===== src/design/lpfd_pkg.sv =====
// shared types and codes for the length-prefixed frame deframer
package lpfd_pkg;

   // header layout
   localparam int HEADER_BYTES = 24;
   localparam int COUNT_W      = 5;

   localparam logic [COUNT_W-1:0] POS_VERSION   = COUNT_W'(2);
   localparam logic [COUNT_W-1:0] POS_FLAGS     = COUNT_W'(3);
   localparam logic [COUNT_W-1:0] POS_TYPE      = COUNT_W'(4);
   localparam logic [COUNT_W-1:0] POS_REQUEST   = COUNT_W'(8);
   localparam logic [COUNT_W-1:0] POS_STREAM    = COUNT_W'(16);
   localparam logic [COUNT_W-1:0] POS_LENGTH    = COUNT_W'(20);
   localparam logic [COUNT_W-1:0] POS_LAST      = COUNT_W'(HEADER_BYTES - 1);

   // input item kinds
   localparam logic KIND_BYTE  = 1'b0;
   localparam logic KIND_CLEAR = 1'b1;

   // parser phases
   localparam logic [1:0] PH_HEADER  = 2'd0;
   localparam logic [1:0] PH_PAYLOAD = 2'd1;
   localparam logic [1:0] PH_ERROR   = 2'd2;

   // result kinds
   localparam logic [1:0] RK_HEADER  = 2'd0;
   localparam logic [1:0] RK_PAYLOAD = 2'd1;
   localparam logic [1:0] RK_ERROR   = 2'd2;

   // error codes
   localparam logic [1:0] ERR_MAGIC   = 2'd0;
   localparam logic [1:0] ERR_VERSION = 2'd1;
   localparam logic [1:0] ERR_LENGTH  = 2'd2;

   // configuration register indexes
   localparam int CSR_INDEX_W = 2;
   localparam logic [CSR_INDEX_W-1:0] CSR_MAGIC   = 2'd0;
   localparam logic [CSR_INDEX_W-1:0] CSR_VERSION = 2'd1;
   localparam logic [CSR_INDEX_W-1:0] CSR_MAX_LEN = 2'd2;

   // one result item
   typedef struct packed {
      logic [1:0]  result_kind;
      logic [7:0]  frame_type;
      logic [7:0]  flags;
      logic [63:0] request_tag;
      logic [31:0] stream_tag;
      logic [31:0] frame_len;
      logic [7:0]  payload_byte;
      logic        last;
      logic [1:0]  error_code;
   } rec_type;

   // queue handshake between front and back
   typedef struct packed {
      logic empty;
      logic full;
   } qstat_type;

endpackage


===== src/design/lpfd_front.sv =====
// front end: accepts items, collects and checks headers, builds result records
module lpfd_front (
   input  logic                                   clock,
   input  logic                                   reset,
   input  logic                                   in_accept,
   input  logic                                   in_kind,
   input  logic [7:0]                             in_byte,
   input  logic                                   cfg_we,
   input  logic [lpfd_pkg::CSR_INDEX_W-1:0]       cfg_index,
   input  logic [31:0]                            cfg_data,
   output logic                                   push,
   output lpfd_pkg::rec_type                      rec
);

   logic [1:0]                       phase_ff, phase_in;
   logic [lpfd_pkg::COUNT_W-1:0]     count_ff, count_in;
   logic [15:0]                      magic_ff, magic_in;
   logic [7:0]                       version_ff, version_in;
   logic [7:0]                       flags_ff, flags_in;
   logic [7:0]                       type_ff, type_in;
   logic [63:0]                      request_ff, request_in;
   logic [31:0]                      stream_ff, stream_in;
   logic [31:0]                      length_ff, length_in;
   logic [31:0]                      remaining_ff, remaining_in;
   logic [1:0]                       sticky_ff, sticky_in;
   logic [15:0]                      cfg_magic_ff;
   logic [7:0]                       cfg_version_ff;
   logic [31:0]                      cfg_max_ff;
   logic [31:0]                      rem_dec;

   // configuration registers
   always_ff @(posedge clock) begin
      if (reset) begin
         cfg_magic_ff   <= '0;
         cfg_version_ff <= '0;
         cfg_max_ff     <= '0;
      end else if (cfg_we) begin
         unique case (cfg_index)
            lpfd_pkg::CSR_MAGIC:   cfg_magic_ff   <= cfg_data[15:0];
            lpfd_pkg::CSR_VERSION: cfg_version_ff <= cfg_data[7:0];
            lpfd_pkg::CSR_MAX_LEN: cfg_max_ff     <= cfg_data;
            default: ;
         endcase
      end
   end

   assign rem_dec = remaining_ff - 32'd1;

   // parser next state and result record
   always_comb begin
      phase_in     = phase_ff;
      count_in     = count_ff;
      magic_in     = magic_ff;
      version_in   = version_ff;
      flags_in     = flags_ff;
      type_in      = type_ff;
      request_in   = request_ff;
      stream_in    = stream_ff;
      length_in    = length_ff;
      remaining_in = remaining_ff;
      sticky_in    = sticky_ff;
      push         = 1'b0;
      rec          = '0;
      if (in_accept) begin
         if (in_kind == lpfd_pkg::KIND_CLEAR) begin
            phase_in     = lpfd_pkg::PH_HEADER;
            count_in     = '0;
            magic_in     = '0;
            version_in   = '0;
            flags_in     = '0;
            type_in      = '0;
            request_in   = '0;
            stream_in    = '0;
            length_in    = '0;
            remaining_in = '0;
            sticky_in    = '0;
         end else begin
            unique case (phase_ff)
               lpfd_pkg::PH_HEADER: begin
                  // shift the byte into its header field
                  if (count_ff < lpfd_pkg::POS_VERSION)
                     magic_in = {magic_ff[7:0], in_byte};
                  else if (count_ff == lpfd_pkg::POS_VERSION)
                     version_in = in_byte;
                  else if (count_ff == lpfd_pkg::POS_FLAGS)
                     flags_in = in_byte;
                  else if (count_ff == lpfd_pkg::POS_TYPE)
                     type_in = in_byte;
                  else if (count_ff < lpfd_pkg::POS_REQUEST) begin
                     // reserved bytes
                  end else if (count_ff < lpfd_pkg::POS_STREAM)
                     request_in = {request_ff[55:0], in_byte};
                  else if (count_ff < lpfd_pkg::POS_LENGTH)
                     stream_in = {stream_ff[23:0], in_byte};
                  else
                     length_in = {length_ff[23:0], in_byte};

                  count_in = count_ff + 1'b1;
                  if (count_ff == lpfd_pkg::POS_LAST) begin
                     // header complete: check magic, version, length
                     count_in = '0;
                     push     = 1'b1;
                     if (magic_in != cfg_magic_ff
                         || version_in != cfg_version_ff
                         || length_in > cfg_max_ff) begin
                        if (magic_in != cfg_magic_ff)
                           sticky_in = lpfd_pkg::ERR_MAGIC;
                        else if (version_in != cfg_version_ff)
                           sticky_in = lpfd_pkg::ERR_VERSION;
                        else
                           sticky_in = lpfd_pkg::ERR_LENGTH;
                        phase_in        = lpfd_pkg::PH_ERROR;
                        rec.result_kind = lpfd_pkg::RK_ERROR;
                        rec.error_code  = sticky_in;
                     end else begin
                        rec.result_kind = lpfd_pkg::RK_HEADER;
                        rec.frame_type  = type_in;
                        rec.flags       = flags_in;
                        rec.request_tag = request_in;
                        rec.stream_tag  = stream_in;
                        rec.frame_len   = length_in;
                        rec.last        = (length_in == 32'd0);
                        remaining_in    = length_in;
                        phase_in        = (length_in == 32'd0) ? lpfd_pkg::PH_HEADER
                                                               : lpfd_pkg::PH_PAYLOAD;
                     end
                  end
               end
               lpfd_pkg::PH_PAYLOAD: begin
                  // pass the byte through, mark the final one
                  push             = 1'b1;
                  remaining_in     = rem_dec;
                  rec.result_kind  = lpfd_pkg::RK_PAYLOAD;
                  rec.frame_type   = type_ff;
                  rec.flags        = flags_ff;
                  rec.request_tag  = request_ff;
                  rec.stream_tag   = stream_ff;
                  rec.frame_len    = length_ff;
                  rec.payload_byte = in_byte;
                  rec.last         = (rem_dec == 32'd0);
                  if (rem_dec == 32'd0) begin
                     phase_in = lpfd_pkg::PH_HEADER;
                     count_in = '0;
                  end
               end
               default: begin
                  // sticky error repeats on every byte
                  push            = 1'b1;
                  rec.result_kind = lpfd_pkg::RK_ERROR;
                  rec.error_code  = sticky_ff;
               end
            endcase
         end
      end
   end

   // control state
   always_ff @(posedge clock) begin
      if (reset) begin
         phase_ff     <= lpfd_pkg::PH_HEADER;
         count_ff     <= '0;
         magic_ff     <= '0;
         version_ff   <= '0;
         flags_ff     <= '0;
         type_ff      <= '0;
         request_ff   <= '0;
         stream_ff    <= '0;
         length_ff    <= '0;
         remaining_ff <= '0;
         sticky_ff    <= '0;
      end else begin
         phase_ff     <= phase_in;
         count_ff     <= count_in;
         magic_ff     <= magic_in;
         version_ff   <= version_in;
         flags_ff     <= flags_in;
         type_ff      <= type_in;
         request_ff   <= request_in;
         stream_ff    <= stream_in;
         length_ff    <= length_in;
         remaining_ff <= remaining_in;
         sticky_ff    <= sticky_in;
      end
   end

endmodule


===== src/design/lpfd_queue.sv =====
// two-entry record queue between front and back
module lpfd_queue (
   input  logic                  clock,
   input  logic                  reset,
   input  logic                  push,
   input  lpfd_pkg::rec_type     push_rec,
   input  logic                  pop,
   output lpfd_pkg::rec_type     pop_rec,
   output lpfd_pkg::qstat_type   stat
);

   lpfd_pkg::rec_type entry_ff [2];
   logic       wr_ptr_ff, wr_ptr_in;
   logic       rd_ptr_ff, rd_ptr_in;
   logic [1:0] level_ff, level_in;

   // pointer and fill level update
   always_comb begin
      wr_ptr_in = push ? ~wr_ptr_ff : wr_ptr_ff;
      rd_ptr_in = pop ? ~rd_ptr_ff : rd_ptr_ff;
      level_in  = level_ff;
      if (push && !pop)
         level_in = level_ff + 2'd1;
      else if (!push && pop)
         level_in = level_ff - 2'd1;
   end

   always_ff @(posedge clock) begin
      if (reset) begin
         wr_ptr_ff <= 1'b0;
         rd_ptr_ff <= 1'b0;
         level_ff  <= '0;
      end else begin
         wr_ptr_ff <= wr_ptr_in;
         rd_ptr_ff <= rd_ptr_in;
         level_ff  <= level_in;
      end
   end

   // entry storage
   always_ff @(posedge clock) begin
      if (push)
         entry_ff[wr_ptr_ff] <= push_rec;
   end

   assign pop_rec    = entry_ff[rd_ptr_ff];
   assign stat.empty = (level_ff == 2'd0);
   assign stat.full  = (level_ff == 2'd2);

endmodule


===== src/design/lpfd_back.sv =====
// back end: output register that drains the queue toward the result channel
module lpfd_back (
   input  logic                  clock,
   input  logic                  reset,
   input  lpfd_pkg::qstat_type   stat,
   input  lpfd_pkg::rec_type     head_rec,
   output logic                  pop,
   input  logic                  out_stall,
   output logic                  out_valid,
   output lpfd_pkg::rec_type     out_rec
);

   logic              valid_ff, valid_in;
   lpfd_pkg::rec_type rec_ff;

   // load when the register is empty or its item is being taken
   assign pop      = !stat.empty && (!valid_ff || !out_stall);
   assign valid_in = pop || (valid_ff && out_stall);

   always_ff @(posedge clock) begin
      if (reset)
         valid_ff <= 1'b0;
      else
         valid_ff <= valid_in;
   end

   always_ff @(posedge clock) begin
      if (pop)
         rec_ff <= head_rec;
   end

   assign out_valid = valid_ff;
   assign out_rec   = rec_ff;

endmodule


===== src/design/length_prefixed_frame_deframer_unit.sv =====
// top level of the length-prefixed frame deframer
//
// Input channel (req_): one item per accepted cycle, either a stream byte
// or a clear command. Items are accepted when req_valid is high and
// req_stall is low. A clear returns the parser to header collection.
// Result channel (rsp_): a header record after the last of 24 header bytes,
// one record per payload byte (final one with rsp_last), or an error record
// that repeats for every byte until a clear. Taken when rsp_valid is high
// and rsp_stall is low.
// Configuration (csr_): magic, version and payload limit; always ready.
// The user must see it written only while the block is idle; the block
// does not enforce this. Throughput: one item per cycle while req_stall
// is low. A result passes through the queue, written at the accepting
// edge, and then the output register. When the receiver stalls, the
// two-entry queue and output register absorb results; req_stall rises once
// the queue is full, never combinationally from rsp_stall. Reset clears
// parser state, configuration, queue pointers and rsp_valid, not records.
module length_prefixed_frame_deframer_unit (
   input  logic                               clock,
   input  logic                               reset,
   input  logic                               req_valid,
   output logic                               req_stall,
   input  logic                               req_kind,
   input  logic [7:0]                         req_data_byte,
   output logic                               rsp_valid,
   input  logic                               rsp_stall,
   output logic [1:0]                         rsp_result_kind,
   output logic [7:0]                         rsp_frame_type,
   output logic [7:0]                         rsp_flags,
   output logic [63:0]                        rsp_request_tag,
   output logic [31:0]                        rsp_stream_tag,
   output logic [31:0]                        rsp_frame_len,
   output logic [7:0]                         rsp_payload_byte,
   output logic                               rsp_last,
   output logic [1:0]                         rsp_error_code,
   input  logic                               csr_valid,
   output logic                               csr_ready,
   input  logic [lpfd_pkg::CSR_INDEX_W-1:0]   csr_index,
   input  logic [31:0]                        csr_data
);

   logic                in_accept;
   logic                push;
   logic                pop;
   lpfd_pkg::rec_type   push_rec;
   lpfd_pkg::rec_type   head_rec;
   lpfd_pkg::rec_type   out_rec;
   lpfd_pkg::qstat_type stat;

   assign csr_ready = 1'b1;
   assign req_stall = stat.full;
   assign in_accept = req_valid && !req_stall;

   lpfd_front u_front (
      .clock     (clock),
      .reset     (reset),
      .in_accept (in_accept),
      .in_kind   (req_kind),
      .in_byte   (req_data_byte),
      .cfg_we    (csr_valid && csr_ready),
      .cfg_index (csr_index),
      .cfg_data  (csr_data),
      .push      (push),
      .rec       (push_rec)
   );

   lpfd_queue u_queue (
      .clock    (clock),
      .reset    (reset),
      .push     (push),
      .push_rec (push_rec),
      .pop      (pop),
      .pop_rec  (head_rec),
      .stat     (stat)
   );

   lpfd_back u_back (
      .clock     (clock),
      .reset     (reset),
      .stat      (stat),
      .head_rec  (head_rec),
      .pop       (pop),
      .out_stall (rsp_stall),
      .out_valid (rsp_valid),
      .out_rec   (out_rec)
   );

   // result fields
   assign rsp_result_kind  = out_rec.result_kind;
   assign rsp_frame_type   = out_rec.frame_type;
   assign rsp_flags        = out_rec.flags;
   assign rsp_request_tag  = out_rec.request_tag;
   assign rsp_stream_tag   = out_rec.stream_tag;
   assign rsp_frame_len    = out_rec.frame_len;
   assign rsp_payload_byte = out_rec.payload_byte;
   assign rsp_last         = out_rec.last;
   assign rsp_error_code   = out_rec.error_code;

endmodule

===== config.mk =====
export PLATFORM = sky130hd
export DESIGN_NAME = length_prefixed_frame_deframer_unit
export DESIGN_NICKNAME = d
export VERILOG_FILES = /design/src/design/lpfd_pkg.sv /design/src/design/lpfd_front.sv /design/src/design/lpfd_queue.sv /design/src/design/lpfd_back.sv /design/src/design/length_prefixed_frame_deframer_unit.sv
export SDC_FILE = /design/constraint.sdc
export NUM_CORES = 1
export LEC_CHECK = 0
export ABC_CLOCK_PERIOD_IN_PS = 22000
export BUFFER_PORTS_ARGS = -buffer_cell sky130_fd_sc_hd__buf_2
export CORE_ASPECT_RATIO = 1.1
export CORE_UTILIZATION = 60
export DETAILED_ROUTE_END_ITERATION = 10
export PLACE_DENSITY_LB_ADDON = 0.25
export SYNTH_ARGS = -nofsm -noshare
export SYNTH_HDL_FRONTEND = slang
export SYNTH_SLANG_ARGS = --single-unit

===== constraint.sdc =====
create_clock -name clock -period 22 [get_ports clock]
set_clock_uncertainty 0.15 [all_clocks]
set_input_delay 1.1 -clock clock [delete_from_list [all_inputs] [get_ports clock]]
set_output_delay 1.1 -clock clock [all_outputs]
set_load 0.02 [all_outputs]

==> flow_summary.yaml <==
global_routing:
  grt_max_degree: 115
  grt_pass1_vias: 19600
  track_usage_pct: 28.7
  antenna_found_initial: 1
  gr-total-overflow: 0
  grt_pass1_wl_microns: 113000
floorplanning:
  io_pins: 208
  dieArea_sq_um: 51400
  start_util_pct: 60.6
  core_sq_um: 50000
  dieWidth_microns: 216
  die_y_microns: 238
  placementRows: 86
synth:
  yosysTopAreaCell: "edfxtp_1"
  synth_cells: 2446
  ys.warnings.count: 0
  synth_seq_area_share_pct: 64.5
  synth_area_leaders: "edfxtp_1 (47%), dfxtp_1 (18%), mux2_2 (6.4%)"
  synth_seq_cells: 741
  async_flop_share_pct: 0
  synthesis.nets: 2531
  synthFlopType: "edfxtp_1"
  yosysTopAreaCellShare_pct: 46.7
  yosysUniqueCellTypes: 82
  avgSynthCellArea_sq_um: 12.4
  synth.cell_area_sq_um: 30300
  synth-edff-count: 471
placed_design:
  gp_congestion: 0.926
  port_buffers: 206
  hpwl_microns: 47800
  place_inst: 3178
  dpl_worst_slack_ns: 15.66
pwr:
  power_density_nw_per_um2: 107
  p_clk_share_pct: 33.8
  p_sw_w: 0.00103
  pwr-share-comb_pct: 18.5
  max-vdd-ir-drop_mv: 0.156
  leakage_nw: 12.4
  p_int_w: 0.00262
  netSwitchingFraction_pct: 28.2
  total_power_w: 0.00365
  sequentialPowerShare_pct: 47.6
hold_path:
  min-delay-path-class: "flip-flop to flip-flop"
worst_setup_path:
  path_max_fanout: 63
  path_class: "flip-flop to flip-flop"
  cp_data_arrival_time_ns: 6.60
  start_kind: "flip-flop"
  cp-end-kind: "flip-flop"
  worstPathRequired_ns: 22.32
clock_network:
  cts.repair.resized: 0
  root_buffer: "clkbuf_16"
  postCtsSetupRepairBufs: 0
  clock_latency_ns: 0.61
  hold_buffers: 0
  clock_path_buffers: 3
  clk_pin_slew_ns: 0.06
  numCtsBuffers: 72
  cts_tree: "built"
  cts_sinks: 741
  htree_num_levels: 3
route:
  drc: 0
  via_per_inst: 6.14
  detailedRoute.firstIterationViolations: 1897
  wl_per_cell_microns: 22.5
  wirelength_microns: 74600
  firstDrtPassIters: 6
  ant_nets: 1
  vias: 20400
timing:
  rsz0062_at_grt: "false"
  slew_headroom_pct: 22.6
  post-route-period-util_pct: 28.5
  hold_violations: 0
  fmax_ghz: 0.159
  tightest_slew_ns: 1.16
  setup_ws_ns: 15.72
  slew_violations: 0
  setup_tns_ns: 0
  min_period_ns: 6.28
  setup_viol: 0
final_layout:
  drive_gt1_share_pct: 20.4
  nets: 2677
  final_cells: 3315
  utilization_pct: 68.4
  area_growth_syn_to_layout_pct: 12.9
run_status:
  violations: "antenna violations"
  status: "finished, violations left"
flow_run:
  maxCapViolCount: 0
[cell usage in the layout (no fill, tap or decap), types with 8 or more instances in the layout]
master,n
clkbuf_16,75
a211oi_1,10
nand3_1,17
a22oi_1,166
buf_4,26
nor3_1,32
xnor2_1,24
nand2b_1,8
a21oi_1,121
a32o_1,10
nand2_1,176
o21ai_1,9
clkinv_2,12
o32ai_1,8
and3_1,9
nor2b_1,13
dfxtp_1,269
clkbuf_8,11
o2111ai_1,12
clkbuf_1,20
ha_1,37
a22o_1,9
xor2_1,24
inv_1,73
o211ai_1,11
mux2_2,171
nor2_1,222
buf_2,205
mux2i_1,30
nor4_1,19
edfxtp_1,471
or3_1,13
and2_1,112
o21ai_0,68
nand4_1,23
[sequential cells by signal, summed over array words and instances (netlist names), 16 cells and up]
name,flops
u_front.request_ff,64
u_front.stream_ff,32
u_front.remaining_ff,32
u_back.out_rec,157
u_front.length_ff,32
u_front.magic_ff,16
u_queue.entry_ff,314
u_front.cfg_max_ff,32
u_front.cfg_magic_ff,16
[synth_stat cells, types with 24 or more instances]
cell / instances
a22oi_1: 166
xor2_1: 24
nand2_1: 176
o21ai_0: 68
mux2_2: 171
nor2_1: 222
nor3_1: 34
inv_1: 74
dfxtp_1: 270
edfxtp_1: 471
mux2i_1: 30
ha_1: 37
and2_1: 113
a21oi_1: 121
clkbuf_1: 128
xnor2_1: 24
[logic make-up after synthesis]
logic type	Yosys count	share of synthesized area [%]
AO/OA/AOI/OAI	487	10.8
XOR/XNOR	48	1.39
adder cells (fa/ha/maj)	37	1.53
buffers and inverters	236	3.07
flip-flops	741	64.5
multiplexers	202	7.38
other	1	0.0124
AND/OR/NAND/NOR	694	11.3
[power by group through the flow]
stage / Combinational (W) / Clock (W) / Sequential, W
4_1_cts: 0.000684 / 0.00126 / 0.00174
6_report: 0.000676 / 0.00123 / 0.00174
2_1_floorplan: 0.000321 / 0 / 0.00190
5_1_grt: 0.000714 / 0.00131 / 0.00175
3_5_place_dp: 0.000678 / 0 / 0.00177
3_3_place_gp: 0.000668 / 0 / 0.00176
[area by class of cell]
| class | instances | area, sq um |
|---|---|---|
| tap | 660 | 826 |
| fill | 3523 | 15800 |
| sequential | 741 | 19600 |
| clock buffer | 105 | 2090 |
| timing repair buffer | 232 | 1230 |
| inverter | 76 | 290 |
| clock inverter | 26 | 308 |
| antenna | 6 | 15.0 |
| multi-input combinational | 1469 | 9890 |
[worst max-delay path: stages, from the launching register on]
cell,delay (ns)
dfxtp_1,0.50
o21ai_4,0.22
buf_4,0.45
mux2i_1,0.58
inv_1,0.15
ha_1,0.32
a21o_1,0.18
a21oi_1,0.14
o221ai_1,0.13
a2111oi_0,0.59
a21oi_1,0.43
or3_1,0.67
a21oi_4,0.20
buf_4,0.50
buf_4,0.59
and2_1,0.24
[metrics by stage]
step | instance area [sq um] | hold WS, ns
after floorplan | 30300 | 0.286
after global routing | 34200 | 0.322
final | 34200 | 0.301
after CTS | 34200 | 0.305
after detailed placement | 31800 | 0.297
after global placement | 31800 | 0.297
[final timing paths]
check / to / from / cells past startpoint / slack [ns]
worst max-delay path: u_queue.entry_ff[0][43] / u_front.count_ff[2] / 15 / 15.72
worst max register to register: u_queue.entry_ff[0][43] / u_front.count_ff[2] / 15 / 15.72
worst min register to register: u_front.cfg_max_ff[10] / u_front.cfg_max_ff[10] / 2 / 0.30
worst min-delay path: u_front.cfg_max_ff[10] / u_front.cfg_max_ff[10] / 2 / 0.30
[metal layers]
| metal | global-route usage (%) | part of all wire [%] |
|---|---|---|
| met1 | 39.2 | 42 |
| met2 | 46.3 | 48 |
| met3 | 4.44 | 7.0 |
| met4 | 10.8 | 2.9 |
| met5 | 0 | 0.017 |
Note: power is estimated with default switching activity, not from simulation.
